`config.mk`:
```
export PLATFORM = sky130hd
export DESIGN_NAME = teg_oreg
export DESIGN_NICKNAME = d
export VERILOG_FILES = /design/src/sv/teg_pkg.sv /design/src/sv/teg_oreg.sv
export SDC_FILE = /design/constraint.sdc
export NUM_CORES = 1
export LEC_CHECK = 0
export BUFFER_PORTS_ARGS = -buffer_cell sky130_fd_sc_hd__buf_2
export CORE_ASPECT_RATIO = 0.8
export CORE_MARGIN = 3
export CORE_UTILIZATION = 57
export CTS_BUF_LIST = sky130_fd_sc_hd__clkbuf_4
export DETAILED_ROUTE_END_ITERATION = 10
export PLACE_DENSITY_LB_ADDON = 0.15
export RECOVER_POWER = 25
export SLEW_MARGIN = 5
export SYNTH_ARGS = -nofsm -noshare
export SYNTH_HDL_FRONTEND = slang
export SYNTH_SLANG_ARGS = --single-unit
```
`constraint.sdc`:
```
create_clock -name i_clk -period 4.7 [get_ports i_clk]
set_input_delay 0.235 -clock i_clk [delete_from_list [all_inputs] [get_ports i_clk]]
set_output_delay 0.235 -clock i_clk [all_outputs]
set_load 0.01 [all_outputs]
```
`src/sv/teg_pkg.sv`:
```
// ----------------------------------------------------------------------------
// Trapezoid envelope generator package
// Shared widths, register indexes, reset values and types.
// ----------------------------------------------------------------------------
package teg_pkg;

    // Fixed-point format: full scale 2^LEVEL_BITS means 1.0.
    localparam int LEVEL_BITS    = 24;
    localparam int LW            = LEVEL_BITS + 1;
    localparam int COUNT_BITS    = 20;
    localparam int CFG_IDX_BITS  = 3;
    localparam int CFG_DATA_BITS = LW;

    localparam logic [LW-1:0] FULL_SCALE = {1'b1, {LEVEL_BITS{1'b0}}};

    // Register reset values.
    localparam logic [LW-1:0]         ATTACK_STEP_RST = LW'(349);
    localparam logic [COUNT_BITS-1:0] ON_SAMPLES_RST  = COUNT_BITS'(48000);
    localparam logic [LW-1:0]         DECAY_STEP_RST  = LW'(23);
    localparam logic [COUNT_BITS-1:0] OFF_SAMPLES_RST = COUNT_BITS'(48000);

    // Envelope phases, encoded as they appear on the output.
    typedef enum logic [1:0] {
        PH_ATTACK = 2'd0,
        PH_ON     = 2'd1,
        PH_DECAY  = 2'd2,
        PH_OFF    = 2'd3
    } t_phase;

    // Configuration register indexes.
    typedef enum logic [CFG_IDX_BITS-1:0] {
        REG_ATTACK_STEP = 3'd0,
        REG_ON_SAMPLES  = 3'd1,
        REG_DECAY_STEP  = 3'd2,
        REG_OFF_SAMPLES = 3'd3,
        REG_AUTO_REPEAT = 3'd4
    } t_cfg_idx;

    // Configuration register file contents.
    typedef struct packed {
        logic [LW-1:0]         attack_step;
        logic [COUNT_BITS-1:0] on_samples;
        logic [LW-1:0]         decay_step;
        logic [COUNT_BITS-1:0] off_samples;
        logic                  auto_repeat;
    } t_cfg;

    // One envelope result.
    typedef struct packed {
        logic [LW-1:0] level;
        t_phase        phase;
    } t_env;

endpackage

```
`src/sv/teg_oreg.sv`:
```
// ----------------------------------------------------------------------------
// Envelope output register with skid stage
// Holds results until transferred; the skid entry lets the input take one
// more transfer while the output is stalled.
// ----------------------------------------------------------------------------
module teg_oreg
    import teg_pkg::*;
(
    input  logic i_clk,
    input  logic i_rst_n,
    input  logic i_acc,
    input  t_env i_env,
    input  logic i_out_ready,
    output logic o_in_ready,
    output logic o_out_valid,
    output t_env o_env,
    output logic o_skid_valid
);

    logic r_out_v, r_skid_v;
    t_env r_out, r_skid;
    logic out_xfer;

    assign out_xfer = r_out_v && i_out_ready;

    // Valid flags.
    always_ff @(posedge i_clk) begin
        if (!i_rst_n) begin
            r_out_v  <= 1'b0;
            r_skid_v <= 1'b0;
        end else if (out_xfer) begin
            if (r_skid_v) begin
                r_skid_v <= 1'b0;
            end else begin
                r_out_v <= i_acc;
            end
        end else if (i_acc) begin
            if (r_out_v) begin
                r_skid_v <= 1'b1;
            end else begin
                r_out_v <= 1'b1;
            end
        end
    end

    // Payload registers.
    always_ff @(posedge i_clk) begin
        if (out_xfer) begin
            r_out <= r_skid_v ? r_skid : i_env;
        end else if (i_acc) begin
            if (r_out_v) begin
                r_skid <= i_env;
            end else begin
                r_out <= i_env;
            end
        end
    end

    assign o_in_ready   = !r_skid_v;
    assign o_out_valid  = r_out_v;
    assign o_env        = r_out;
    assign o_skid_valid = r_skid_v;

endmodule

```
After elaboration in Yosys (flattened, before gate mapping):

Cells that the tools add are included.

* word-level logic and storage cells: 25
* flip-flop bits (word level): 56

* equal/unequal tests: 2
* mux-type cells: 7
* reduce and logical (&&, ||, !) cells: 8
* bitwise operators: 2

Operator list (count)
* $mux 27: 4
* $reduce_and 2->1: 3
* $mux 1: 3
* $reduce_and 3->1: 1
* $ne 2x1->1 const B: 1
* $ne 2x2->1 const B: 1
* $not 1->1: 2
* $reduce_bool 2->1: 1
* $reduce_or 2->1: 1
* $logic_and 1x1->1: 1
* $logic_not 1->1: 1

Depth between registers and ports, before layout:

Gate-level depths: netlist (run 1).

* depth after elaboration: 3
* gate-level depth with buffers: 3

Worst setup path before layout (run 1):

OpenSTA, ideal clock, no wires.

* path type: register to register
* from: register r_out_v, in the netlist o_out_valid
* to: register r_out, in the netlist o_env[0] (enable)
* path slack: 1.888 ns
* stages on the path, launching flop included: 2
* buffers on the path: 0
* data arrival time: 2.363 ns
* clock period less this slack: 2.812 ns
* cells stage by stage: dfxtp_1 -> o21ai_0

* cells in the longest elaborated chain, start to end: 3
* elaborated cells on any way between the ends: 4

Ends and longest elaborated chain
* start: declaration: line teg_oreg.sv:20 `logic r_out_v, r_skid_v;`
* start signal: assignment: line teg_oreg.sv:35 `r_out_v <= i_acc;`
* $logic_and 1x1->1: line teg_oreg.sv:24 `assign out_xfer = r_out_v && i_out_ready;`
* $ne 2x1->1 (no line) / $reduce_bool 2->1 (equally long branches)
* $reduce_and 2->1 (no line) *
* end signal: assignment: line teg_oreg.sv:49 `r_out <= r_skid_v ? r_skid : i_env;`
* end signal: assignment: line teg_oreg.sv:54 `r_out <= i_env;`
* end: declaration: line teg_oreg.sv:21 `t_env r_out, r_skid;`

Mark *: on every way between the ends. The rest lies on a longest branch, timed or not.
A chain may end at the register's enable or synchronous reset.

Worst setup path in the final report (run 1):

* from: register r_out_v, in the netlist o_out_valid
* to: register r_out, in the netlist o_env[12], data pin

* cells in the longest elaborated chain, start to end: 2

Ends and longest elaborated chain
* $logic_and 1x1->1: line teg_oreg.sv:24
* $mux 27: line teg_oreg.sv:48 `if (out_xfer) begin`

Every way passes these cells.

==> qor.yml, run 1 <==
grt_pass1_vias: 1083
slowest_delay_ns: 0.50
dp_cells: 198
synth_area_leaders: "edfxtp_1 76%, mux2_4 14%, mux2_2 3.7%"
clk_path_buf_depth: 2
crit_family: "flip-flops"
ys_warn_count: 0
path_clk_slew_ns: 0.14
hold_viol: 0
drive_above_1_share_pct: 42.1
synth_cells: 96
yosysMostFrequentCell: "edfxtp_1"
drt-initial-drc-count: 46
tightest_slew_ns: 0.509
clkLatencyLatePin_ns: 0.36
powerDensity_nw_per_um2: 341
syn_area_per_cell_um2: 22.2
combPwrFrac_pct: 9.1
ctsHoldBuffers: 0
synthArstFlopShare_pct: 0
path_buf_inv: 0
fin_nets: 194
stdcell_area_um2: 2500
worst_slack_ns: 3.05
path_cells: "nand3_4, mux2_4"
rsz0062_at_grt: "false"
drc_errors: 0
reg2reg_slack_ns: 3.05
drv_cap: 0
die_y_um: 60.7
synth.top_cells.by_count: "54 x edfxtp_1, 20 x mux2_4, 7 x mux2_2"
period_share_pct: 35.2
htreeDepth: 2
fmax_mhz: 605
grt_max_degree: 28
cp_max_fo: 27
synth_nets: 127
seq_area_um2: 1660
wl_um: 3290
cts_sinks: 56
multi_input_area_um2: 443
synth_top_area_cell: "edfxtp_1"
gp_congestion: 0.744
fp.dieW_um: 74.3
synth_edf_count: 54
postCtsSetupRepairBufs: 0
antenna_found_initial: 0
grt_pass1_wl_um: 4940
drv_slew: 0
grt_util_all_layers_pct: 15.5
clkPwrFrac_pct: 22.4
yosys.cell_types.count: 13
post-route-min-period_ns: 1.65
place_ws_ns: 3.06
cts_buffers: 5
ant_nets: 0
relSlewSlack_pct: 66.1
p_seq_share_pct: 68.6
io_buffers: 60
start_util_pct: 60.5
required_ns: 4.81
wl_per_cell_um: 16.0
dp_hpwl_um: 2360
final_cells: 206
cts_tree: "yes"
setup_viol: 0
critical_path.slowest_cell: "dfxtp_1"
ys_seq_area_share_pct: 78.1
n_antenna_cell: 0
p_sw_mw: 0.178
ys_ff_latch: 56
syn_to_final_growth_pct: 17.3
syn_area_um2: 2130
crit_type: "flip-flop to flip-flop"
grt.overflow.total: 0
power.share.switching_pct: 20.9
first_pass_iters: 4
num_vias: 1065
synth_top_area_share_pct: 76.2
vias_per_cell: 5.17
postPlaceCellArea_um2: 2480
die_area_um2: 4510
clock_skew_ns: 0.0147
root_buffer: "clkbuf_4"
status: "complete, no violations"
ctsResizeCount: 0
power_leakage_nw: 0.969
num_io_pins: 61
fin_tns_setup_ns: 0
arrival_ns: 1.76
core_area_um2: 3520
ys.flop_type: "edfxtp_1"
p_int_mw: 0.674
rows: 19
fin_util_pct: 70.9
endpoint_kind: "flip-flop"
hp-class: "primary input to flip-flop"
irDropWorstVdd_mv: 0.269
cp-start-kind: "flip-flop"
num-fill-cells: 248
==> power by group through the flow <==
stage | Combinational [mW] | Sequential [mW] | Clock [mW]
4_1_cts | 0.0823 | 0.584 | 0.197
3_3_place_gp | 0.0787 | 0.594 | 0
5_1_grt | 0.0846 | 0.587 | 0.215
6_report | 0.0772 | 0.584 | 0.190
2_1_floorplan | 0.0297 | 0.606 | 0
3_5_place_dp | 0.0823 | 0.595 | 0
==> state kept, by name (all words and copies together) (netlist names) <==
signal        cells
o_env            27
o_out_valid       1
o_skid_valid      1
r_skid           27
==> logic make-up (layout without fill, tap and decap cells) <==
group | count (synthesis) | in the layout | synth area share (%)
mux | 27 | 27 | 17.8
buf+inv | 4 | 72 | 1.41
flops | 56 | 56 | 78.1
compound gates | 4 | 4 | 1.18
simple gates | 5 | 5 | 1.53
==> area by class of cell <==
class | instances | area share [%]
well taps | 42 | 2.11
multi-input cells | 36 | 17.7
inverters | 2 | 0.301
repair buffers | 62 | 11.2
clock inverters | 2 | 0.301
flip-flops and latches | 56 | 66.6
clock buffers | 6 | 1.80
==> path summary, 6_finish.rpt <==
path | endpoint | cells after the start | startpoint
setup / recovery | o_env[12]$_DFFE_PP_ | 2 | o_out_valid$_SDFFE_PN0P_
hold / removal | r_skid[1]$_DFFE_PP_ | 1 | i_env[1]
setup reg to reg | o_env[12]$_DFFE_PP_ | 2 | o_out_valid$_SDFFE_PN0P_
hold reg to reg | o_skid_valid$_SDFFE_PP0P_ | 2 | o_skid_valid$_SDFFE_PP0P_
==> per-layer routing <==
layer  wire length, um  track usage (%)  vias up
met4                50             7.61        0
met1              1340             17.8      510
met3               224             4.47        6
met2              1680             27.0       42
li1                  -                -      507
met5                 0                0        -
==> stage by stage <==
stage	hold WS [ns]	total power, mW
3_3_place_gp	0.429	0.673
5_1_grt	0.0319	0.887
2_1_floorplan	0.334	0.636
3_5_place_dp	0.433	0.678
6_report	0.0606	0.852
4_1_cts	0.0434	0.863
==> cells in the final DEF (no fill, tap or decap) <==
master	instances
a21boi_0	1
a21oi_1	1
buf_2	31
buf_4	2
clkbuf_1	29
clkbuf_4	6
clkinv_1	2
dfxtp_1	2
edfxtp_1	54
inv_1	2
mux2_2	7
mux2_4	20
nand2_1	3
nand3_4	1
nor2_2	1
o21a_1	1
o21ai_2	1
No activity file was read; power rests on OpenSTA's default activity.
==> inputs of run 2 (changes only) <==
--- a/config.mk
+++ b/config.mk
@@ -8,7 +8,7 @@
 export BUFFER_PORTS_ARGS = -buffer_cell sky130_fd_sc_hd__buf_2
 export CORE_ASPECT_RATIO = 0.8
 export CORE_MARGIN = 3
-export CORE_UTILIZATION = 57
+export CORE_UTILIZATION = 53
 export CTS_BUF_LIST = sky130_fd_sc_hd__clkbuf_4
 export DETAILED_ROUTE_END_ITERATION = 10
 export PLACE_DENSITY_LB_ADDON = 0.15
==> constraint.sdc (replaced) <==
create_clock -name i_clk -period 1.7 [get_ports i_clk]
set_input_delay 0.085 -clock i_clk [delete_from_list [all_inputs] [get_ports i_clk]]
set_output_delay 0.085 -clock i_clk [all_outputs]
set_load 0.01 [all_outputs]
==> run 2 against run 1 <==
Compared with the run above: clock skew decreased by 0.0050 ns; largest cell class unchanged; critical path type unchanged; design area increased by 14%; register-to-register slack got worse by 2.8 ns; wire length increased by 22%; global-route usage increased by 3.5 points; clock-buffer cell count increased by 1; first-iteration DRC count increased by 100%; core utilization increased by 7.2 points.
==> qor.yml, run 2 (synthesis results as in run 1) <==
wl_met2_um: 2060  # +23%
startpoint: "o_out_valid$_SDFFE_PN0P_"
cts_sinks: 56  # unchanged
wl_met1_um: 1610  # +20%
wl_per_cell_um: 16.3  # +1.9%
num-fill-cells: 232  # -6.5%
core_area_um2: 3640  # +3.4%
post-route-min-period_ns: 1.45  # -0.204 ns
num_io_pins: 61  # unchanged
clkLatencyLatePin_ns: 0.37  # about the same
relSlewSlack_pct: 81.9  # +16 points
crit_path_end: "o_out_valid$_SDFFE_PN0P_"
arrival_ns: 1.77  # about the same
die_y_um: 62.7  # +3.3%
ctsResizeCount: 0  # unchanged
powerDensity_nw_per_um2: 865  # +150%
whs_path_depth: 3  # +2
r2r-start: "o_out_valid$_SDFFE_PN0P_"
dr_wl_met3_um: 270  # +21%
htreeDepth: 2  # unchanged
antenna_found_initial: 0  # unchanged
gp_congestion: 0.657  # -12%
wl_um: 4020  # +22%
hold_viol: 0  # unchanged
cp_max_fo: 6  # -78%
irDropWorstVdd_mv: 0.716  # +170%
power_leakage_nw: 1.10  # +14%
fmax_mhz: 691  # +14%
n_antenna_cell: 0  # unchanged
root_buffer: "clkbuf_4"
drc_errors: 0  # unchanged
maxUsedRoutingLayer: "met4"
grt_util_all_layers_pct: 19.0  # +3.5 points
endpoint_kind: "flip-flop"
cts_buffers: 5  # unchanged
vias_per_cell: 4.76  # -7.9%
final_common_cell: "edfxtp_1"
fp.dieW_um: 76.9  # +3.4%
fin_tns_setup_ns: 0  # unchanged
grt_max_degree: 28  # unchanged
tightest_slew_ns: 0.271  # -0.238 ns
clock_skew_ns: 0.00976  # -0.00499 ns
reg2reg_depth: 3  # +1
period_share_pct: 85.2  # +50 points
drive_above_1_share_pct: 35.4  # -6.7 points
io_buffers: 60  # unchanged
min_from: "i_acc"
first_pass_iters: 4  # unchanged
syn_to_final_growth_pct: 33.6
status: "complete, no violations"
dp_hpwl_um: 2490  # +5.5%
path_clk_slew_ns: 0.14  # about the same
final_cell_mix: "54 x edfxtp_1, 32 x clkbuf_1, 29 x dlygate4sd3_1"
clk_path_buf_depth: 2  # unchanged
p_total_mw: 2.46  # +190%
rsz0062_at_grt: "false"
crit_type: "flip-flop to flip-flop"
num_vias: 1176  # +10%
reg2reg_slack_ns: 0.25  # -2.80 ns
grt_pass1_wl_um: 6870  # +39%
setup_viol: 0  # unchanged
rows: 19  # unchanged
grt_pass1_vias: 1345  # +24%
drv_slew: 0  # unchanged
drt-initial-drc-count: 94  # +100%
r2r_end: "o_out_valid$_SDFFE_PN0P_"
required_ns: 2.02  # -2.79 ns
cts_tree: "yes"
start_util_pct: 58.5  # -2.0 points
hp-class: "primary input to flip-flop"
die_area_um2: 4820  # +6.9%
ant_nets: 0  # unchanged
drv_cap: 0  # unchanged
fin_nets: 225  # +16%
cp-start-kind: "flip-flop"
grt.overflow.total: 0  # unchanged
run 2: metal layers:
| metal | track usage [%] | vias to the layer above |
|---|---|---|
| li1 | - | 570 |
| met1 | 21.5 | 547 |
| met2 | 33.5 | 52 |
| met3 | 4.90 | 7 |
| met4 | 9.28 | 0 |
| met5 | 0 | - |
run 2: how the worst min path moves through the flow:
stage,end,slack (ns)
CTS,o_skid_valid$_SDFFE_PP0P_,0.06
global placement,r_skid[1]$_DFFE_PP_,0.28
global route,o_skid_valid$_SDFFE_PP0P_,0.08
detailed placement,r_skid[26]$_DFFE_PP_,0.28
finish,o_skid_valid$_SDFFE_PP0P_,0.08
floorplan,r_skid[0]$_DFFE_PP_,0.18
run 2: stage by stage:
stage                     std cells  setup WS (ns)  hold WS, ns  utilization, %  area, um2
final                           247          0.252       0.0751            78.2       2840
after global routing            247          0.146       0.0818            78.2       2840
after CTS                       247          0.291       0.0628            79.3       2880
after detailed placement        210          0.311        0.277            69.8       2540
after global placement          210          0.390        0.278            69.8       2540
after floorplan                  96          0.121        0.184               -       2140
run 2: critical path: stages (launching register included):
cell and delay, ns:
dfxtp_1 0.50, a21boi_0 0.22, o21a_1 0.14, dlygate4sd3_1 0.55
run 2: what timing repair did:
item,4_1_cts,5_1_grt
setup buffers,0,0
endpoints found under the hold margin,29,0
hold buffers,29,0
run 2: final cells by class:
type                            count  area, um2  area share [%]
Inverter                            2       7.51           0.264
Tap cell                           52       65.1            2.29
Clock buffer                        7       52.6            1.85
Sequential cell                    56       1660            58.4
Clock inverter                      1       3.75           0.132
Multi-Input combinational cell     36        448            15.8
Timing Repair Buffer               93        606            21.3
run 2: where the power goes:
group / total (mW) / internal [mW] / switching [mW]
combinational: 0.281 / 0.151 / 0.130
clock: 0.564 / 0.192 / 0.372
sequential: 1.61 / 1.59 / 0.0214
