## config.mk

```make
export PLATFORM = sky130hd
export DESIGN_NAME = teg_cfg
export DESIGN_NICKNAME = d
export VERILOG_FILES = /design/src/sv/teg_pkg.sv /design/src/sv/teg_cfg.sv
export SDC_FILE = /design/constraint.sdc
export NUM_CORES = 1
export LEC_CHECK = 0
export BUFFER_PORTS_ARGS = -buffer_cell sky130_fd_sc_hd__buf_2
export CELL_PAD_IN_SITES_DETAIL_PLACEMENT = 1
export CELL_PAD_IN_SITES_GLOBAL_PLACEMENT = 1
export CORE_ASPECT_RATIO = 1.25
export CORE_MARGIN = 1.5
export CORE_UTILIZATION = 37
export CTS_CLUSTER_SIZE = 16
export DETAILED_ROUTE_END_ITERATION = 8
export PLACE_DENSITY = 0.85
export SYNTH_ARGS = -nofsm -noshare
export SYNTH_HDL_FRONTEND = slang
export SYNTH_SLANG_ARGS = --single-unit
export TNS_END_PERCENT = 5
```

## constraint.sdc

```tcl
create_clock -name i_clk -period 1.36 [get_ports i_clk]
set_input_delay 0.272 -clock i_clk [delete_from_list [all_inputs] [get_ports i_clk]]
set_output_delay 0.272 -clock i_clk [all_outputs]
set_load 0.005 [all_outputs]
```

## src/sv/teg_pkg.sv

```systemverilog
// ----------------------------------------------------------------------------
// Trapezoid envelope generator package
// Shared widths, register indexes, reset values and types.
// ----------------------------------------------------------------------------
package teg_pkg;

    // Fixed-point format: full scale 2^LEVEL_BITS means 1.0.
    localparam int LEVEL_BITS    = 24;
    localparam int LW            = LEVEL_BITS + 1;
    localparam int COUNT_BITS    = 20;
    localparam int CFG_IDX_BITS  = 3;
    localparam int CFG_DATA_BITS = LW;

    localparam logic [LW-1:0] FULL_SCALE = {1'b1, {LEVEL_BITS{1'b0}}};

    // Register reset values.
    localparam logic [LW-1:0]         ATTACK_STEP_RST = LW'(349);
    localparam logic [COUNT_BITS-1:0] ON_SAMPLES_RST  = COUNT_BITS'(48000);
    localparam logic [LW-1:0]         DECAY_STEP_RST  = LW'(23);
    localparam logic [COUNT_BITS-1:0] OFF_SAMPLES_RST = COUNT_BITS'(48000);

    // Envelope phases, encoded as they appear on the output.
    typedef enum logic [1:0] {
        PH_ATTACK = 2'd0,
        PH_ON     = 2'd1,
        PH_DECAY  = 2'd2,
        PH_OFF    = 2'd3
    } t_phase;

    // Configuration register indexes.
    typedef enum logic [CFG_IDX_BITS-1:0] {
        REG_ATTACK_STEP = 3'd0,
        REG_ON_SAMPLES  = 3'd1,
        REG_DECAY_STEP  = 3'd2,
        REG_OFF_SAMPLES = 3'd3,
        REG_AUTO_REPEAT = 3'd4
    } t_cfg_idx;

    // Configuration register file contents.
    typedef struct packed {
        logic [LW-1:0]         attack_step;
        logic [COUNT_BITS-1:0] on_samples;
        logic [LW-1:0]         decay_step;
        logic [COUNT_BITS-1:0] off_samples;
        logic                  auto_repeat;
    } t_cfg;

    // One envelope result.
    typedef struct packed {
        logic [LW-1:0] level;
        t_phase        phase;
    } t_env;

endpackage

```

## src/sv/teg_cfg.sv

```systemverilog
// ----------------------------------------------------------------------------
// Envelope configuration registers
// Write-only register file; writes beyond the register list are ignored.
// ----------------------------------------------------------------------------
module teg_cfg
    import teg_pkg::*;
(
    input  logic                     i_clk,
    input  logic                     i_rst_n,
    input  logic                     i_cfg_we,
    input  logic [CFG_IDX_BITS-1:0]  i_cfg_idx,
    input  logic [CFG_DATA_BITS-1:0] i_cfg_data,
    output t_cfg                     o_cfg
);

    t_cfg r_cfg;

    // Register writes, truncated to each register's width.
    always_ff @(posedge i_clk) begin
        if (!i_rst_n) begin
            r_cfg.attack_step <= ATTACK_STEP_RST;
            r_cfg.on_samples  <= ON_SAMPLES_RST;
            r_cfg.decay_step  <= DECAY_STEP_RST;
            r_cfg.off_samples <= OFF_SAMPLES_RST;
            r_cfg.auto_repeat <= 1'b1;
        end else if (i_cfg_we) begin
            unique case (t_cfg_idx'(i_cfg_idx))
                REG_ATTACK_STEP: r_cfg.attack_step <= i_cfg_data[LW-1:0];
                REG_ON_SAMPLES:  r_cfg.on_samples  <= i_cfg_data[COUNT_BITS-1:0];
                REG_DECAY_STEP:  r_cfg.decay_step  <= i_cfg_data[LW-1:0];
                REG_OFF_SAMPLES: r_cfg.off_samples <= i_cfg_data[COUNT_BITS-1:0];
                REG_AUTO_REPEAT: r_cfg.auto_repeat <= i_cfg_data[0];
                default: ;
            endcase
        end
    end

    assign o_cfg = r_cfg;

endmodule

```

Yosys cells after proc, flatten, opt, wreduce, memory -nomap -nowiden
Cells that the tools add are included.

$add $sub $neg: 0. $mul: 0. Divide/modulo/power cells: 0. Magnitude comparators: 0. Equal/unequal tests: 4. Shift-type cells: 0. Multiplexer cells: 0. Bitwise operators: 0. Reduce and logical (&&, ||, !) cells: 6.

Operators by type and width (number): 2-bit AND reduction (5); 3-bit by 2-bit == test with 1-bit output (second input constant) (2); 3-bit by 1-bit == test with 1-bit output (second input constant) (1); 3-bit == test (second input constant) (1); 3-bit logical NOT (1).

Bits in registers: 91. Bits in latches: 0. Bits in writable memories: 0. Bits in read-only memories: 0. Output and inout bits: 91. Word-level logic and storage cells: 15. Memories: 0.

Longest topological paths before layout
Gate-level depths: netlist of run 1.

Depth after elaboration: 2. Depth in mapped cells: 4.

Least setup slack after synthesis of run 1
OpenSTA, ideal clock, no wires.

Path type: input to register. From: input i_cfg_idx[0]. To: register r_cfg, in the netlist o_cfg[85]. Arrival: 1026 ps. Slack: 262 ps. Stages: 4. Buffers on the path: 2. Path through: nor4b_2 -> buf_6 -> buf_12 -> mux2i_1.

Cells in the longest elaborated chain, start to end: 2.

RTL lines: start, declared (line teg_cfg.sv:11) `input logic [CFG_IDX_BITS-1:0] i_cfg_idx,`; 3-bit logical NOT (line teg_cfg.sv:27) `unique case (t_cfg_idx'(i_cfg_idx))`; 2-bit AND reduction (no line); end, declared (line teg_cfg.sv:16) `t_cfg r_cfg;`.

No other way between the ends. A chain may end at the register's enable or synchronous reset.

Worst setup path in the final report of run 1
From: register r_cfg, in the netlist o_cfg[80]. To: output o_cfg[80] in the netlist's numbering.

RTL lines: end, declared (line teg_cfg.sv:13) `output t_cfg o_cfg`.

No word-level cell between the ends.

==> results of run 1 <==
==> synth_stat cells <==
| master | number | area, um2 |
|---|---|---|
| dfxtp_1 | 91 | 1820 |
| mux2i_1 | 91 | 911 |
| nand2_1 | 91 | 342 |
| nor2b_1 | 38 | 238 |
| buf_2 | 10 | 50.1 |
| clkbuf_1 | 7 | 26.3 |
| and4bb_2 | 3 | 37.5 |
| buf_4 | 3 | 22.5 |
| buf_12 | 2 | 40.0 |
| buf_6 | 2 | 22.5 |
| nand4b_1 | 1 | 8.76 |
| nand4bb_1 | 1 | 11.3 |
| nor4b_2 | 1 | 15.0 |
==> where the power goes <==
part,internal [uW],switching (uW)
sequential,2720,31.5
combinational,191,216
clock,1660,1060
total,4570,1310
==> final cells by class <==
class / instances / area (um2)
sequential: 91 / 1820
timing repair buffer: 129 / 768
clock inverter: 6 / 88.8
tap: 123 / 154
multi-input combinational: 226 / 1580
clock buffer: 10 / 239
fill: 1046 / 4570
==> worst min-delay path, stage by stage <==
cell and delay, ps:
buf_2 100, nand2_1 60, mux2i_1 70
==> layer usage <==
metal	share of wire [%]	GRT usage, %	up-vias
met5	0	0	-
met3	4.3	4.47	25
met2	52	33.3	77
met1	41	20.9	1321
met4	3.4	11.1	0
li1	-	-	1357
==> final timing paths <==
kind,depth (start not counted),to,slack (ps)
setup / recovery,1,o_cfg[80],250
hold / removal,3,o_cfg[89],210
setup reg to reg,2,o_cfg[76],710
hold reg to reg,2,o_cfg[67],460
==> logic make-up (layout without fill, tap and decap cells) <==
logic type / after synthesis / count (layout) / share of synthesized area [%]
DFF: 91 / 91 / 51.4
and+or+nand+nor: 135 / 135 / 18.4
muxes: 91 / 91 / 25.7
buffers and inverters: 24 / 145 / 4.55
==> through the flow <==
step | setup WS, ps | cell area [um2] | util (%)
after CTS | 240 | 4650 | 50.4
after global routing | 223 | 4650 | 50.4
final | 249 | 4650 | 50.4
after floorplan | 262 | 3550 | -
after detailed placement | 19.0 | 4320 | 46.8
after global placement | 114 | 4320 | 46.8
==> flow_summary.yaml, run 1 <==
run_status:
  status: "complete, no violations"
setup_path:
  endpoint_kind: "output port"
  critPathLaunch: "o_cfg[80]"
  cp_max_fo: 2
  crit_type: "reg -> out"
  worst_setup_path_start_kind: "flop"
  slowest_stage: "dfxtp_1"
  rr_startpoint: "o_cfg[76]"
  cp_top_family: "flip-flops"
  critPathMaxStageDelay_ps: 370
  crit_chain: "buf_2"
  worst-path-buf-inv: 1
  cp.required_ps: 1090
  crit_arrival_ps: 840
sta:
  rsz0062_at_grt: "no"
  holdWs_ps: 208
  timing.setup.tns_ps: 0
  finalSetupViolations: 0
  worstMarginPinSlew_ps: 318
  fmax_mhz: 900
  drv_slew: 0
  period_share_pct: 81.7
  finalCriticalPeriod_ps: 1110
  slew_headroom_pct: 78.8
  clock_skew_ps: 0
  hold_viol: 0
power_and_ir_drop:
  p_leak_uw: 0.00216
  ir_drop_mv: 0.600
  p_total_uw: 5880
  p_per_area_nw_per_um2: 1270
synthesis:
  ys_seq_area_share_pct: 51.4
  synth_seq_cells: 91
  postSynthAreaPerCell_um2: 10.4
  syn_nets: 372
  synth_area_um2: 3550
  yosysWarnings: 0
  syn_inst: 341
  yosysUniqueCellTypes: 13
global_routing:
  grt_pass1_wl_um: 15000
  track_usage_pct: 19.1
  grt_max_degree: 44
  antenna_found_initial: 0
  overflow: 0
  grt_pass1_vias: 2996
placed_design:
  finalWeightedCongestion: 0.725
  post-place-cells: 569
  dpl.hpwl_um: 6570
  port_buffers: 121
layout:
  antenna_cells: 0
  areaGrowthSynthToFinish_pct: 31.1
  largest_reg_flops: 91
  drive_gt1_share_pct: 32.5
  instances_no_fill: 585
  mostFrequentLayoutCells: "buf_2 (120), nand2_1 (91), mux2i_1 (91), dfxtp_1 (91), nor2b_1 (38)"
  final_nets: 488
  final_common_cell: "buf_2"
hold_path:
  hp-class: "in -> reg"
  worstHoldStart: "i_cfg_data[23]"
cts:
  cts_max_path_buffers: 2
  clock_latency_ps: 340
  hold_buffers: 0
  clk_pin_slew_ps: 70
  cts_tree: "yes"
  postCtsSetupRepairBufs: 0
  cts_sinks: 91
  cts_max_level: 3
  cts_root_buf: "clkbuf_16"
  cts_resized: 0
  cts_buffers: 9
route:
  routed_wl_um: 9280
  drc: 0
  drtIter0Drc: 55
  dr_total_vias: 2780
  vias_per_cell: 4.75
  ant_nets: 0
  firstDrtPassIters: 4
  wire_per_inst_um: 15.9
floorplanning:
  io_pins: 122
  die_y_um: 112
  dieWidth_um: 90.6
  die_area_um2: 10200
  coreArea_um2: 9220
  fp-row-count: 39
  start_util_pct: 38.4
flow_run:
  maxCapViolCount: 0
No activity file was read; power rests on OpenSTA's default activity.
==> run 2: changes to the inputs <==
- clock period: 1.36 -> 1.1 ns (I/O delays scaled with it)
==> run 2 against run 1 <==
Compared with the run above: register-to-register slack lost 260 ps; sequential cell count unchanged; routed wire length decreased by 3.8%; utilization grew 0.35 points; final cell count rose by 0.51%; sequential power increased by 24%; clock skew unchanged; highest routed layer unchanged; via count up 0.29%; hold slack lost 48 ps; clock-buffer cell count grew 1; largest cell class unchanged; global-route usage down 0.95 points; final area is 0.70% higher.
==> flow_summary.yaml, run 2 (same netlist as run 1, synthesis figures left out) <==
run_status:
  status: "complete, no violations"
placed_design:
  finalWeightedCongestion: 0.720
  port_buffers: 121
  dpl.hpwl_um: 6480
  dp_slack_ps: -187
  post-place-cells: 573
flow_run:
  maxCapViolCount: 0
power_and_ir_drop:
  p_leak_uw: 0.00218
  p_per_area_nw_per_um2: 1540
  ir_drop_mv: 0.752
layout:
  mostFrequentLayoutCells: "buf_2 (120), nand2_1 (91), mux2i_1 (91), dfxtp_1 (91), nor2b_1 (38)"
  final_util_pct: 50.8
  final_nets: 492
  drive_gt1_share_pct: 32.7
  final_common_cell: "buf_2"
  largest_reg_flops: 91
  areaGrowthSynthToFinish_pct: 32.0
  antenna_cells: 0
  instances_no_fill: 588
setup_path:
  cp_top_family: "flip-flops"
  slowest_stage: "dfxtp_1"
  critPathMaxStageDelay_ps: 350
  crit_chain: "buf_2"
  crit_arrival_ps: 820
  cp.required_ps: 880
  cp_max_fo: 2
  worst-path-buf-inv: 1
  worst_setup_path_start_kind: "flop"
  rrSetupSlack_ps: 450
  crit_type: "reg -> out"
  endpoint_kind: "output port"
sta:
  period_share_pct: 94.9
  rsz0062_at_grt: "no"
  slew_headroom_pct: 81.8
  fmax_mhz: 958
  holdWs_ps: 161
  worstMarginPinSlew_ps: 272
  finalCriticalPeriod_ps: 1040
  clock_skew_ps: 0
  drv_slew: 0
  finalSetupViolations: 0
  setup_ws_ps: 56.6
  hold_viol: 0
global_routing:
  overflow: 0
  track_usage_pct: 18.1
  grt_pass1_wl_um: 14600
  grt_pass1_vias: 2953
  grt_max_degree: 46
  antenna_found_initial: 0
cts:
  postCtsSetupRepairBufs: 0
  cts_resized: 0
  hold_buffers: 0
  clk_pin_slew_ps: 60
  cts_tree: "yes"
  cts_sinks: 91
  cts_buffers: 9
  cts_max_path_buffers: 2
  cts_max_level: 3
  clock_latency_ps: 330
  cts_root_buf: "clkbuf_16"
route:
  drc: 0
  wire_per_inst_um: 15.2
  drtIter0Drc: 71
  dr_total_vias: 2788
  vias_per_cell: 4.74
  firstDrtPassIters: 4
  routed_wl_um: 8930
  ant_nets: 0
floorplanning:
  die_y_um: 112
  die_area_um2: 10200
  dieWidth_um: 90.6
  fp-row-count: 39
  coreArea_um2: 9220
  io_pins: 122
  start_util_pct: 38.4
hold_path:
  hp-class: "in -> reg"
run 2: worst min-delay path: cells and delay by family:
family,cells,cell delay (ps)
mux,1,70
simple gates,1,70
buf+inv,1,100
run 2: path summary, 6_finish.rpt:
| kind | startpoint | to | cells past startpoint |
|---|---|---|---|
| setup reg to reg | o_cfg[14] | o_cfg[14] | 2 |
| hold / removal | i_cfg_data[23] | o_cfg[44] | 3 |
| hold reg to reg | o_cfg[67] | o_cfg[67] | 2 |
| setup / recovery | o_cfg[18] | o_cfg[18] | 1 |
run 2: final cells by class:
| type | instances | area [um2] |
|---|---|---|
| clock inverters | 4 | 75.1 |
| repair buffers | 133 | 811 |
| multi-input cells | 226 | 1580 |
| well taps | 123 | 154 |
| fillers | 1056 | 4540 |
| clock buffers | 11 | 243 |
| flip-flops and latches | 91 | 1820 |
run 2: metal layers:
layer / track usage (%) / vias up / part of all wire, %
met5: 0 / - / 0
met4: 9.42 / 0 / 2.7
met3: 2.57 / 18 / 3.4
met2: 33.0 / 76 / 53
met1: 20.3 / 1340 / 41
li1: - / 1354 / -
run 2: metrics by stage:
stage	setup TNS [ps]	instance area, um2	total power, uW
2_1_floorplan	0	3550	3750
3_3_place_gp	-3800	4360	3980
3_5_place_dp	-7020	4360	4000
4_1_cts	0	4680	7270
5_1_grt	0	4680	7460
6_report	0	4680	7190
run 2: report_power, final:
group	leakage [uW]	switching (uW)	internal (uW)
sequential	0.000737	38.1	3370
clock	0.000148	1230	2040
combinational	0.00129	268	245
total	0.00218	1540	5650
==> run 3: changes to the inputs <==
- CAP_MARGIN: default -> 0
- CORE_ASPECT_RATIO: 1.25 -> default
- CORE_MARGIN: 1.5 -> default
==> run 3 against run 2 <==
Compared with the run above: die area down 2.0%; critical path depth is the same; first-iteration DRC count shrank 45%; register-to-register slack lost 50 ps; largest cell class unchanged.
==> flow_summary.yaml, run 3 (same netlist as run 1, synthesis figures left out) <==
sta:
  fmax_mhz: 950
  finalCriticalPeriod_ps: 1050
  timing.setup.tns_ps: 0
  finalSetupViolations: 0
  period_share_pct: 95.7
  setup_ws_ps: 47.1
  clock_skew_ps: 0
  holdWs_ps: 126
  rsz0062_at_grt: "no"
  worstMarginPinSlew_ps: 276
  hold_viol: 0
  slew_headroom_pct: 81.6
  drv_slew: 0
floorplanning:
  fp-row-count: 35
  start_util_pct: 38.4
  die_y_um: 99.9
  io_pins: 122
  coreArea_um2: 9240
  die_area_um2: 9980
  dieWidth_um: 99.9
layout:
  final_common_cell: "buf_2"
  areaGrowthSynthToFinish_pct: 28.6
  largest_reg_flops: 91
  multi_input_area_um2: 1570
  nFillCells: 1086
  seqCellArea_um2: 1840
  antenna_cells: 0
  mostFrequentLayoutCells: "buf_2 (120), nand2_1 (91), mux2i_1 (91)"
  drive_gt1_share_pct: 36.2
  final_nets: 493
setup_path:
  cp_top_family: "flip-flops"
  critPathMaxStageDelay_ps: 350
  timing.rr.end: "o_cfg[21]"
  rrSetupSlack_ps: 400
  crit_type: "reg -> out"
  rr_startpoint: "o_cfg[21]"
  crit_arrival_ps: 830
  crit_chain: "buf_2"
  rr_worst_depth: 2
  cp.required_ps: 880
  worst-path-buf-inv: 1
  endpoint_kind: "output port"
  slowest_stage: "dfxtp_1"
  cp_max_fo: 2
  worst_setup_path_start_kind: "flop"
route:
  dr_total_vias: 2826
  firstDrtPassIters: 4
  vias_per_cell: 4.74
  ant_nets: 0
  wire_per_inst_um: 15.3
  drc: 0
  routed_wl_um: 9110
  drtIter0Drc: 39
hold_path:
  whs_path_depth: 3
  hp-class: "in -> reg"
  worstHoldStart: "i_cfg_data[8]"
  holdPathEnd: "o_cfg[29]"
cts:
  cts_sinks: 91
  postCtsSetupRepairBufs: 0
  clk_pin_slew_ps: 90
  cts_buffers: 9
  cts_root_buf: "clkbuf_8"
  cts_max_level: 3
  clock_latency_ps: 360
  hold_buffers: 0
  cts_max_path_buffers: 2
  cts_tree: "yes"
global_routing:
  grt_pass1_wl_um: 14600
  antenna_found_initial: 0
  grt_pass1_vias: 2957
  overflow: 0
  track_usage_pct: 19.0
  grt_max_degree: 53
placed_design:
  finalWeightedCongestion: 0.731
  dp_slack_ps: -190
  port_buffers: 121
  dpl.hpwl_um: 6570
run_status:
  status: "complete, no violations"
flow_run:
  maxCapViolCount: 0
power_and_ir_drop:
  p_per_area_nw_per_um2: 1320
  p_leak_uw: 0.00212
  ir_drop_mv: 0.796
## run 3: cell types whose count changed in the layout (fill, tap and decap cells not counted), moves of 2 or more
cell       before  now
dfxtp_1        91   75
dfxtp_2         0   16
clkbuf_16       9    0
clkbuf_8        1   10
buf_4           4    6
bufinv_16       2    0
## run 3: layer usage
| metal | routed length (um) | GRT usage (%) | part of all wire, % |
|---|---|---|---|
| met3 | 548 | 5.99 | 6.0 |
| met4 | 104 | 6.11 | 1.1 |
| met5 | 0 | 0 | 0 |
| met1 | 3770 | 21.9 | 41 |
| met2 | 4690 | 33.3 | 51 |
## run 3: where the power goes
part / internal (uW) / switching (uW) / total (uW)
clock network: 893 / 1200 / 2090
logic: 246 / 268 / 514
registers: 3370 / 37.9 / 3400
total: 4510 / 1510 / 6010
## run 3: worst min-delay path, cell delays in order
cell	delay [ps]
buf_2	110
nand2_1	50
mux2i_1	60
## run 3: final cells by class
type | instances | area share (%)
clock inverter | 5 | 0.823
sequential | 91 | 40.4
multi-input combinational | 226 | 34.5
clock buffer | 11 | 3.10
timing repair buffer | 134 | 17.7
tap | 129 | 3.54
## run 3: how the worst max path moves through the flow
stage,from,end,depth (start not counted)
finish,o_cfg[9],o_cfg[9],1
global route,o_cfg[75],o_cfg[75],1
CTS,o_cfg[85],o_cfg[85],1
detailed placement,i_cfg_idx[0],o_cfg[66],4
global placement,i_cfg_idx[0],o_cfg[78],4
floorplan,i_cfg_idx[0],o_cfg[85],4
## run 3: through the flow
stage	total power (uW)	util, %	area [um2]	std cells
6_report	6010	49.3	4560	596
5_1_grt	6270	49.3	4560	596
4_1_cts	6110	49.1	4540	596
3_5_place_dp	4000	47.2	4360	580
3_3_place_gp	3980	47.2	4360	580
2_1_floorplan	3750	-	3550	341
## run 3: timing repair
| item | CTS | global route |
|---|---|---|
| endpoints found under the hold margin | 0 | 0 |
| setup endpoints to repair | 0 | 16 |
| gates resized for setup | 0 | 16 |
