==> config.mk <==
export PLATFORM = sky130hd
export DESIGN_NAME = teg_core
export DESIGN_NICKNAME = d
export VERILOG_FILES = /design/src/sv/teg_pkg.sv /design/src/sv/teg_core.sv
export SDC_FILE = /design/constraint.sdc
export NUM_CORES = 1
export LEC_CHECK = 0
export BUFFER_PORTS_ARGS = -buffer_cell sky130_fd_sc_hd__buf_2
export CAP_MARGIN = 0
export CORE_UTILIZATION = 59
export DETAILED_ROUTE_END_ITERATION = 16
export PLACE_DENSITY = 0.81
export SLEW_MARGIN = 20
export SYNTH_ARGS = -nofsm -noshare
export SYNTH_HDL_FRONTEND = slang
export SYNTH_SLANG_ARGS = --single-unit
export TNS_END_PERCENT = 10
==> constraint.sdc <==
create_clock -name i_clk -period 7.8 [get_ports i_clk]
set_input_delay 1.17 -clock i_clk [delete_from_list [all_inputs] [get_ports i_clk]]
set_output_delay 1.17 -clock i_clk [all_outputs]
set_load 0.005 [all_outputs]
==> src/sv/teg_pkg.sv <==
// ----------------------------------------------------------------------------
// Trapezoid envelope generator package
// Shared widths, register indexes, reset values and types.
// ----------------------------------------------------------------------------
package teg_pkg;

    // Fixed-point format: full scale 2^LEVEL_BITS means 1.0.
    localparam int LEVEL_BITS    = 24;
    localparam int LW            = LEVEL_BITS + 1;
    localparam int COUNT_BITS    = 20;
    localparam int CFG_IDX_BITS  = 3;
    localparam int CFG_DATA_BITS = LW;

    localparam logic [LW-1:0] FULL_SCALE = {1'b1, {LEVEL_BITS{1'b0}}};

    // Register reset values.
    localparam logic [LW-1:0]         ATTACK_STEP_RST = LW'(349);
    localparam logic [COUNT_BITS-1:0] ON_SAMPLES_RST  = COUNT_BITS'(48000);
    localparam logic [LW-1:0]         DECAY_STEP_RST  = LW'(23);
    localparam logic [COUNT_BITS-1:0] OFF_SAMPLES_RST = COUNT_BITS'(48000);

    // Envelope phases, encoded as they appear on the output.
    typedef enum logic [1:0] {
        PH_ATTACK = 2'd0,
        PH_ON     = 2'd1,
        PH_DECAY  = 2'd2,
        PH_OFF    = 2'd3
    } t_phase;

    // Configuration register indexes.
    typedef enum logic [CFG_IDX_BITS-1:0] {
        REG_ATTACK_STEP = 3'd0,
        REG_ON_SAMPLES  = 3'd1,
        REG_DECAY_STEP  = 3'd2,
        REG_OFF_SAMPLES = 3'd3,
        REG_AUTO_REPEAT = 3'd4
    } t_cfg_idx;

    // Configuration register file contents.
    typedef struct packed {
        logic [LW-1:0]         attack_step;
        logic [COUNT_BITS-1:0] on_samples;
        logic [LW-1:0]         decay_step;
        logic [COUNT_BITS-1:0] off_samples;
        logic                  auto_repeat;
    } t_cfg;

    // One envelope result.
    typedef struct packed {
        logic [LW-1:0] level;
        t_phase        phase;
    } t_env;

endpackage

==> src/sv/teg_core.sv <==
// ----------------------------------------------------------------------------
// Envelope phase sequencer
// Applies key-on and gate edge, then advances the level and hold counter
// by one sample for every accepted input transfer.
// ----------------------------------------------------------------------------
module teg_core
    import teg_pkg::*;
(
    input  logic i_clk,
    input  logic i_rst_n,
    input  t_cfg i_cfg,
    input  logic i_acc,
    input  logic i_key_on,
    input  logic i_gate_high,
    output t_env o_env
);

    t_phase                r_phase, n_phase;
    logic [LW-1:0]         r_level, n_level;
    logic [COUNT_BITS-1:0] r_cnt, n_cnt;
    logic                  r_armed, n_armed;

    t_phase                cur_phase;
    logic [LW-1:0]         cur_level;
    logic [LW:0]           att_sum;
    logic [COUNT_BITS-1:0] cnt_dec;

    // Key-on and gate edge take effect before the sample is produced.
    always_comb begin
        cur_phase = r_phase;
        cur_level = r_level;
        n_armed   = r_armed;
        if (i_key_on) begin
            cur_level = '0;
            cur_phase = PH_ATTACK;
        end
        if (!r_armed) begin
            if (i_gate_high) begin
                cur_phase = PH_ATTACK;
                n_armed   = 1'b1;
            end
        end else if (!i_gate_high) begin
            n_armed = 1'b0;
        end
    end

    assign att_sum = {1'b0, cur_level} + {1'b0, i_cfg.attack_step};
    assign cnt_dec = (r_cnt != '0) ? r_cnt - 1'b1 : r_cnt;

    // Next state: level ramp, hold countdown and phase change.
    always_comb begin
        n_phase = cur_phase;
        n_level = cur_level;
        n_cnt   = r_cnt;
        unique case (cur_phase)
            PH_ATTACK: begin
                if (att_sum >= {1'b0, FULL_SCALE}) begin
                    n_level = FULL_SCALE;
                    n_phase = PH_ON;
                    n_cnt   = i_cfg.on_samples;
                end else begin
                    n_level = att_sum[LW-1:0];
                end
            end
            PH_ON: begin
                n_cnt = cnt_dec;
                if (cnt_dec == '0) begin
                    n_phase = PH_DECAY;
                end
            end
            PH_DECAY: begin
                if (cur_level > i_cfg.decay_step) begin
                    n_level = cur_level - i_cfg.decay_step;
                end else begin
                    n_level = '0;
                    n_phase = PH_OFF;
                    n_cnt   = i_cfg.off_samples;
                end
            end
            PH_OFF: begin
                n_cnt = cnt_dec;
                if (cnt_dec == '0 && i_cfg.auto_repeat) begin
                    n_phase = PH_ATTACK;
                end
            end
            default: ;
        endcase
    end

    // Outputs: the sample emitted in the phase it was produced in.
    always_comb begin
        o_env.phase = cur_phase;
        unique case (cur_phase)
            PH_ATTACK, PH_DECAY: o_env.level = n_level;
            PH_ON:               o_env.level = FULL_SCALE;
            default:             o_env.level = '0;
        endcase
    end

    // State registers advance once per accepted sample.
    always_ff @(posedge i_clk) begin
        if (!i_rst_n) begin
            r_phase <= PH_OFF;
            r_level <= '0;
            r_cnt   <= '0;
            r_armed <= 1'b0;
        end else if (i_acc) begin
            r_phase <= n_phase;
            r_level <= n_level;
            r_cnt   <= n_cnt;
            r_armed <= n_armed;
        end
    end

endmodule

Yosys cells after proc, flatten, opt, wreduce, memory -nomap -nowiden:

Cells that the tools add are included.

* output and inout port bits: 27
* bits of input ports: 96
* register bits after elaboration: 48
* bits in latches: 0
* bits in read-only memories: 0
* memories kept: 0
* bits in writable memories: 0
* word-level logic and storage cells: 39

* eq/ne operators: 5
* div/mod/pow operators: 0
* muxes and demuxes: 18
* $add $sub $neg: 3
* reductions and logical operators: 7
* bitwise gates (word level): 0
* order comparisons: 2
* shift operators: 0
* $mul: 0

Operators with widths (count)
* 25-bit one-hot mux with 2 select lines: 2
* 25-bit two-way mux: 3
* 20-bit two-way mux: 3
* 20-bit one-hot mux with 3 select lines: 1
* 25-bit by 25-bit adder with 26-bit output: 1
* 26-bit by 25-bit greater-or-equal comparator with 1-bit output (second input constant): 1
* 25-bit greater-than comparator: 1
* 25-bit subtractor: 1
* 20-bit logical NOT: 1
* 20-bit nonzero test: 1
* 20-bit by 1-bit subtractor with 20-bit output (second input constant): 1
* 2-bit two-way mux: 7
* 2-bit one-hot mux with 4 select lines: 1
* 2-bit equality test (second input constant): 2
* 2-bit inequality test (second input constant): 2
* 2-bit OR reduction: 2
* 3-bit AND reduction: 1
* 2-bit by 1-bit equality test with 1-bit output (second input constant): 1
* 2-bit logical NOT: 1
* 1-bit logical AND: 1
* 1-bit two-way mux: 1

Depth between registers and ports, before layout:

Gate-level depths: netlist of the first run.

* word-level depth: 6
* depth in mapped cells: 22
* depth with buffers taken out: 14

Worst setup path before layout of the first run:

No wires, ideal clock.

* path kind: input -> output
* start point: input port i_key_on
* end point: output port o_env[11] (netlist bit)
* buffers on the path: 9
* stages: 22
* path slack: 1.499 ns
* data arrival time: 5.131 ns
* cell sequence: buf_4 > buf_6 > buf_2 > buf_2 > buf_2 > buf_1 > clkbuf_1 > nor2b_1 > ha_1 > ha_1 > a21oi_1 > a221oi_1 > a21oi_1 > o32ai_2 > a22o_1 > o2bb2ai_2 > o21ai_2 > mux2i_2 > buf_2 > buf_6 > nand2_1 > o21ai_0

RTL lines
* start: declaration: RTL line teg_core.sv:13 `input logic i_key_on,`
* end: declaration: RTL line teg_core.sv:15 `output t_env o_env`

==> run summary, run 1 <==
Traced cell by cell, the critical path runs through buf_2 -> nor2b_1 -> ha_1 -> ha_1 -> a21oi_1 -> a221oi_1 -> a21oi_1 -> o32ai_2 -> a22o_1 -> o2bb2ai_2 -> o21ai_2 -> mux2i_4 -> nand2_1 -> nand2_1 -> buf_2. At the end of routability-driven placement, the weighted congestion stood at 0.9768. Entering global routing, the biggest net connects 49 pins.

The worst setup path is of the input pin to primary output kind. The run finished with clean final reports. Counting the fill cells in the layout gives 1,148. The fraction of layout instances using a drive strength above 1 was 0.1421; the sum of routed wire length over all layers was 23,020 microns. The clock latency at the later pin of the worst-skew pair was 0.32 ns; the number of buffers inserted by hold repair at cts was 0.

The count of buffers added on input and output ports is 122. The run gives 0.3541 as the total global-route track usage. In this run the remaining antenna-violating nets after routing total 0. H-tree depth: 2.

After synthesis the netlist holds a flip-flop and latch count of 48. The number of buffers and inverters on the critical path is 2, and the number of flops mapped to enable cells by yosys is 0. TritonCTS created 5 clock buffers. Subtracting the final worst setup slack from the clock period gives 6.550 ns.

The critical path crosses 15 cells after its start point. In this run, post-CTS repair resized a total of 0 instances. The worst setup path is captured at a primary output. The count of synthesis-stage warnings from yosys was 0.

The die span in x was 114.1 microns; the number of placed I/O pins was 123. The fraction of registers with async set/reset was 0; the measured slew at the worst slew-check pin was 1.056 ns. For flop-to-flop paths, the worst setup slack is 2.88 ns. The average vias per placed instance was 6.490; the synthesized cell area was 7417 sq um.

The total global routing overflow was 0. The number of setup buffers added after CTS is 0. The detailed router finished its first iteration with 1,080 violations. The critical-path maximum fanout is 42. The worst hold path belongs to the class flop to flop. In the final layout, flip-flops and latches occupy 960.9 sq um. STA classifies the critical path startpoint as an input pin.

The root buffer selected by CTS is sky130_fd_sc_hd__clkbuf_16. The max-cap violation count is 0. The area of the core was 12,110 sq um. In this run the power density over the cells is 142.1 nW/um^2.

The count of unique library cells instantiated by Yosys is 91, and the post-synthesis cell count is 1,100. The starting density of the core is 0.6124, and the achievable clock frequency is 152.7 MHz. The run gives 1,220 as the post-synthesis net count. Setup total negative slack on the finished layout was measured at 0 ns.

Family with the most delay on the worst path: compound AO/OA/AOI/OAI gates. The logs give 0.1296 for the register area share after synthesis and 5.38 ns for the worst endpoint data arrival time. Clock-pin slew was measured on the worst setup and hold paths at 0.08 ns. The wire-length estimate of the detail-placed layout is 16,740 microns.

The clock skew after layout came out at 0.007167 ns. Setup repair after global routing left no endpoint under its margin. On the worst path, the slowest cell contributes a delay of 0.92 ns. The run gives 1.143 mW as the total chip power. The primary flip-flop cell chosen by synthesis mapping was sky130_fd_sc_hd__dfxtp_1.

The clock drives 48 sinks. Endpoint of the worst setup timing path: o_env[8]. The die is 114.1 microns tall. The highest-delay cell along the critical path was sky130_fd_sc_hd__mux2i_4.

The final worst-path cycle share is 0.8397, and the static leakage power is 3.352 nW. After detailed routing, the average wire length per cell comes to 17.50 microns. Ranked by total cell area, the synthesized netlist is headed by sky130_fd_sc_hd__dfxtp_1, sky130_fd_sc_hd__xnor2_1, sky130_fd_sc_hd__nand2_1. The number of setup violations in the final report came out at 0. The first detailed-routing pass ran for 5 iterations.

The worst reg2reg path depth came out at 14. The tools report the worst setup path startpoint as i_key_on. The tools report the relative slew slack as 0.2806. Relative to the synthesized area, the layout overhead comes to 8.418%.

The number of antenna violations at the first check in global routing was 0. In this run the deepest clock path goes through 2 buffers. The total number of nets in the final design was 1,266; the site row count was 40.

The tools report the area of the multi-input gates as 5833 sq um. For the number of global-route vias before repair, the log shows 7,315. The final-report hold violation count came out at 0.

The startpoint of the worst-slack reg-to-reg timing path is r_level[0]$_SDFFE_PN0P_. The tools report the data required time at the worst endpoint as 6.63 ns. Dividing the synthesized area by the synthesized cell count gives 6.743 sq um. For the total via count after detailed routing, the log shows 8,534. The max-slew violation count was 0.

VDD sags by at most 85.29 uV. The first global-routing pass estimated 36,850 microns of wire. TritonCTS built the clock tree. The endpoint identified for the worst register-to-register timing path is r_cnt[1]$_SDFFE_PN0P_. For this run, design rule violations remaining after detail routing come to 0. The number of antenna diodes in the final layout is 0. The top cell type's share of synthesized area is 0.1296, and the die outline area is 13,020 sq um.

The synthesized design spends more area on one cell type than any other, namely sky130_fd_sc_hd__dfxtp_1.
[final cells by class]
cell class | instances | area share
inverters | 52 | 0.02427
repair buffers | 130 | 0.08340
clock buffers | 5 | 0.01556
well taps | 168 | 0.02614
flip-flops and latches | 48 | 0.1195
clock inverters | 3 | 0.005757
multi-input cells | 909 | 0.7254
[kinds of logic after synthesis]
group / count (synthesis) / synth area share
multiplexers: 7 / 0.01012
XOR/XNOR: 73 / 0.08620
flip-flops: 48 / 0.1296
AND/OR/NAND/NOR: 422 / 0.2901
adder cells (fa/ha/maj): 27 / 0.04470
AO/OA/AOI/OAI: 380 / 0.3537
buffers and inverters: 143 / 0.08553
[how the worst min path moves through the flow]
stage	end	slack, ns	cells after the start	start
2_1_floorplan	r_cnt[12]$_SDFFE_PN0P_	0.45	2	r_cnt[12]$_SDFFE_PN0P_
5_1_grt	r_cnt[12]$_SDFFE_PN0P_	0.53	2	r_cnt[12]$_SDFFE_PN0P_
3_5_place_dp	r_cnt[12]$_SDFFE_PN0P_	0.48	2	r_cnt[12]$_SDFFE_PN0P_
3_3_place_gp	r_cnt[12]$_SDFFE_PN0P_	0.47	2	r_cnt[12]$_SDFFE_PN0P_
4_1_cts	r_cnt[12]$_SDFFE_PN0P_	0.49	2	r_cnt[12]$_SDFFE_PN0P_
6_report	r_cnt[12]$_SDFFE_PN0P_	0.49	2	r_cnt[12]$_SDFFE_PN0P_
[registers in the layout, summed over array words and instances, names as in the netlist]
signal   count
r_armed      1
r_cnt       20
r_level     25
r_phase      2
[worst register-to-register path, delay by kind of cell (launching register included)]
| kind | cells | cell delay, ns |
|---|---|---|
| adders and majority gates | 2 | 0.48 |
| buffers and inverters | 1 | 0.39 |
| muxes | 1 | 0.86 |
| AOI/OAI and AO/OA | 7 | 1.78 |
| DFF | 1 | 0.33 |
| and+or+nand+nor | 3 | 0.93 |
[through the flow]
stage	setup slack [ns]	cells	area [sq um]	hold WS [ns]	utilization
floorplan	1.499	1100	7417	0.4518	-
global placement	1.453	1307	7870	0.4652	0.6498
detailed placement	1.334	1307	7870	0.4753	0.6498
CTS	1.331	1315	8041	0.4900	0.6639
global route	0.9232	1315	8041	0.5290	0.6639
finish	1.250	1315	8041	0.4948	0.6639
[synth_stat cells, drive strengths merged (11+ instances only)]
library cell  count
a21o             14
a21oi            73
a221oi           17
a22oi            14
a31oi            25
and3             12
buf              39
clkbuf           50
dfxtp            48
ha               24
inv              52
nand2           117
nand2b           27
nand3            23
nor2            101
nor2b            34
nor3             36
o211ai           16
o21ai            86
o21bai           11
o22ai            12
o32ai            20
xnor2            50
xor2             23
[metal layers]
| metal | wire, microns | track usage | vias up |
|---|---|---|---|
| li1 | - | - | 4156 |
| met1 | 10170 | 0.4927 | 3898 |
| met2 | 10090 | 0.5451 | 424 |
| met3 | 2146 | 0.06723 | 56 |
| met4 | 612 | 0.1229 | 0 |
| met5 | 0 | 0 | - |
[cell usage in the layout, fill, tap and decap left out, types with 7 or more instances in the layout]
| master | n |
|---|---|
| sky130_fd_sc_hd__buf_2 | 122 |
| sky130_fd_sc_hd__nand2_1 | 116 |
| sky130_fd_sc_hd__nor2_1 | 100 |
| sky130_fd_sc_hd__a21oi_1 | 73 |
| sky130_fd_sc_hd__o21ai_0 | 73 |
| sky130_fd_sc_hd__inv_1 | 51 |
| sky130_fd_sc_hd__xnor2_1 | 50 |
| sky130_fd_sc_hd__dfxtp_1 | 48 |
| sky130_fd_sc_hd__nor3_1 | 36 |
| sky130_fd_sc_hd__nor2b_1 | 34 |
| sky130_fd_sc_hd__nand2b_1 | 27 |
| sky130_fd_sc_hd__a31oi_1 | 25 |
| sky130_fd_sc_hd__ha_1 | 24 |
| sky130_fd_sc_hd__xor2_1 | 23 |
| sky130_fd_sc_hd__nand3_1 | 23 |
| sky130_fd_sc_hd__o32ai_1 | 18 |
| sky130_fd_sc_hd__a221oi_1 | 17 |
| sky130_fd_sc_hd__o211ai_1 | 16 |
| sky130_fd_sc_hd__a21o_1 | 14 |
| sky130_fd_sc_hd__a22oi_1 | 14 |
| sky130_fd_sc_hd__and3_1 | 12 |
| sky130_fd_sc_hd__o22ai_1 | 12 |
| sky130_fd_sc_hd__o21bai_1 | 11 |
| sky130_fd_sc_hd__nor4bb_1 | 10 |
| sky130_fd_sc_hd__o21ai_1 | 10 |
| sky130_fd_sc_hd__or3_1 | 9 |
| sky130_fd_sc_hd__a211oi_1 | 8 |
| sky130_fd_sc_hd__buf_4 | 8 |
| sky130_fd_sc_hd__nor3b_1 | 7 |
| sky130_fd_sc_hd__nor4b_1 | 7 |
| sky130_fd_sc_hd__o221ai_1 | 7 |
[power by group]
group	internal [mW]	total [mW]	leakage [nW]	switching, mW
Combinational	0.224	0.554	2.88	0.330
Sequential	0.268	0.312	0.395	0.0446
Clock	0.153	0.277	0.0804	0.124
Note: power is estimated with default switching activity, not from simulation.
==> inputs of run 2 (changes only) <==
--- a/config.mk
+++ b/config.mk
@@ -7,9 +7,9 @@
 export LEC_CHECK = 0
 export BUFFER_PORTS_ARGS = -buffer_cell sky130_fd_sc_hd__buf_2
 export CAP_MARGIN = 0
-export CORE_UTILIZATION = 59
+export CORE_UTILIZATION = 53
 export DETAILED_ROUTE_END_ITERATION = 16
-export PLACE_DENSITY = 0.81
+export PLACE_DENSITY = 0.77
 export SLEW_MARGIN = 20
 export SYNTH_ARGS = -nofsm -noshare
 export SYNTH_HDL_FRONTEND = slang
==> constraint.sdc (replaced) <==
create_clock -name i_clk -period 5.6 [get_ports i_clk]
set_input_delay 0.84 -clock i_clk [delete_from_list [all_inputs] [get_ports i_clk]]
set_output_delay 0.84 -clock i_clk [all_outputs]
set_load 0.005 [all_outputs]
==> run summary, run 2 (synthesis results as in run 1) <==
The flow ran to the end, and the final reports show no timing, DRC or antenna violations. The logs give 0 for the number of buffers inserted by post-CTS setup repair and 123 for the number of placed I/O pins. The die outline area is 14,470 sq um. The congestion estimate from routability-driven global placement came to 1.000. For this design the static power due to leakage is 3.395 nW. In this run the worst hold path is classified as flop to flop. The total negative slack was 0 ns. In the final layout, the registers with the most flip-flops are r_level (25), r_cnt (20), r_phase (2). The root buffer selected by CTS was sky130_fd_sc_hd__clkbuf_16. Max-cap violations in this run came to 0. The logs give 7,847 for the number of global-route vias before repair and 2 for the maximum count of clock buffers along a single path.

Counting the fill cells in the layout gives 1,336. Hold timing on the final database bottoms out at a slack of 0.4868 ns. TritonCTS built the clock tree. In this run the remaining antenna-violating nets after routing total 0. Once the clock tree was built, the resizer swapped 0 gates to a different size. Worst setup path startpoint: i_key_on.

The floorplan has 42 rows. The DRC violation count after routing is 0. The number of antenna violations at the first check in global routing was 1; the first-pass GRT wire length was 38,980 microns. r_level holds more flip-flops than any other register. In the final routed layout, each cell accounts on average for 18.01 microns. The fraction of layout instances using a drive strength above 1 works out to 0.1481.

The kind of end point of the critical path is a primary output. The placed standard-cell area came out at 7953 sq um. The total overflow left after global routing is 0.

Buffers inserted to repair hold after CTS numbered 0. The worst supply voltage drop on vdd was 113.4 uV. Starting density of the core: 0.5513.

The number of setup violations in the final report was 0. The max-slew violation count came out at 0. For the H-tree depth, the log shows 2. Total power for the finished layout comes to 1.606 mW. For this block, the routed nets add up to 23,990 microns of wire. In the routed layout, each cell is associated on average with a via count of 6.468.

The flip-flop count of the largest register after layout is 25, and the power density over cell area is 197.6 nW/um^2. The die is 120.3 microns wide. The worst setup path category was input pin to primary output. The area of the core was 13,450 sq um; the post-route cell area was 8127 sq um.

The worst hold path begins at r_cnt[12]$_SDFFE_PN0P_. The synthesis-to-layout area growth is 9.565%, and the worst endpoint data arrival time is 4.25 ns. Final critical delay including setup and external delays: 5.086 ns. Setup repair after global routing left no endpoint under its margin. The clock skew after layout is 0.007790 ns. The number of detailed-routing iterations run before antenna repair came out at 6. Clock-pin slew was measured on the worst setup and hold paths at 0.08 ns.

Detailed placement finished with a half-perimeter wire length of 17,740 microns. At the pin with the least slew margin, the transition time is 0.9284 ns. Static timing analysis puts the maximum clock frequency at 196.6 MHz. The clock latency at the later pin of the worst-skew pair is 0.32 ns, and the maximum number of pins on one net before global-route repair is 49.

At the end of the flow, the number of nets in the layout was 1,274. The library cells used most frequently in the layout, excluding fill and tap cells, are sky130_fd_sc_hd__buf_2, sky130_fd_sc_hd__nand2_1, sky130_fd_sc_hd__nor2_1. Buffers placed on the I/O ports in this run total 122.

STA classifies the critical path startpoint as an input pin. The clock net in this run drives a total of 48 sinks. Along the worst path, the maximum fanout reaches 14. For this block, the initial DRC count from the detailed router was 1,010. In this run the critical register-to-register path is launched from r_level[1]$_SDFFE_PN0P_.

Across all layers, the routed design uses 8,615 vias. The logs give 5 for the TritonCTS buffer count and 0.3811 for the relative slew slack. The data required time at the worst endpoint is 4.76 ns.

The final worst-path cycle share is 0.9081. The library cell used most frequently in the layout, excluding fill and tap cells, is sky130_fd_sc_hd__buf_2. The final-report hold violation count is 0, and the total global-route track usage is 0.3304. Floorplan die height: 120.3 microns.
## run 2: cell types whose count changed in the layout (fill, tap and decap cells not counted), sizes merged
cell | previous run | this run
buf | 130 | 138
diode | 0 | 1
## run 2: per-layer routing
layer | routed length [microns] | global-route usage
met5 | 0 | 0
met4 | 711 | 0.1389
met3 | 2128 | 0.04151
met2 | 10740 | 0.5295
met1 | 10400 | 0.4452
## run 2: metrics by stage
step,utilization,cells,setup slack [ns]
after global routing,0.6041,1332,0.2574
after global placement,0.5911,1323,0.6644
final,0.6041,1332,0.5144
after CTS,0.6039,1331,0.5767
after detailed placement,0.5911,1323,0.6052
after floorplan,-,1100,0.05031
## run 2: layout make-up
| cell class | instances | area, sq um | area share |
|---|---|---|---|
| sequential | 48 | 960.9 | 0.1182 |
| inverter | 52 | 195.2 | 0.02402 |
| clock inverter | 3 | 46.29 | 0.005697 |
| clock buffer | 5 | 125.1 | 0.01540 |
| multi-input combinational | 909 | 5833 | 0.7178 |
| timing repair buffer | 138 | 743.2 | 0.09146 |
| tap | 176 | 220.2 | 0.02710 |
| antenna | 1 | 2.502 | 0.0003079 |
## run 2: critical path: stages
cell                        delay [ns]
sky130_fd_sc_hd__buf_2            0.13
sky130_fd_sc_hd__nor2b_1          0.15
sky130_fd_sc_hd__ha_1             0.26
sky130_fd_sc_hd__ha_1             0.23
sky130_fd_sc_hd__nand2_1          0.07
sky130_fd_sc_hd__a221oi_1         0.26
sky130_fd_sc_hd__a21oi_1          0.18
sky130_fd_sc_hd__o32ai_2          0.31
sky130_fd_sc_hd__buf_4            0.21
sky130_fd_sc_hd__a22o_1           0.28
sky130_fd_sc_hd__o2bb2ai_2        0.17
sky130_fd_sc_hd__o21ai_2          0.12
sky130_fd_sc_hd__mux2i_4          0.51
sky130_fd_sc_hd__buf_12           0.23
sky130_fd_sc_hd__o2bb2ai_1        0.15
sky130_fd_sc_hd__buf_2            0.15
## run 2: path summary, 6_finish.rpt
path,to,slack (ns),depth (start not counted)
setup reg to reg,r_cnt[12]$_SDFFE_PN0P_,1.01,15
setup / recovery,o_env[17],0.51,16
hold / removal,r_cnt[12]$_SDFFE_PN0P_,0.49,2
hold reg to reg,r_cnt[12]$_SDFFE_PN0P_,0.49,2
## run 2: power by group
part / internal (mW) / leakage, nW / switching, mW / total [mW]
clock: 0.214 / 0.0804 / 0.173 / 0.387
combinational: 0.317 / 2.92 / 0.464 / 0.781
sequential: 0.373 / 0.395 / 0.0643 / 0.437
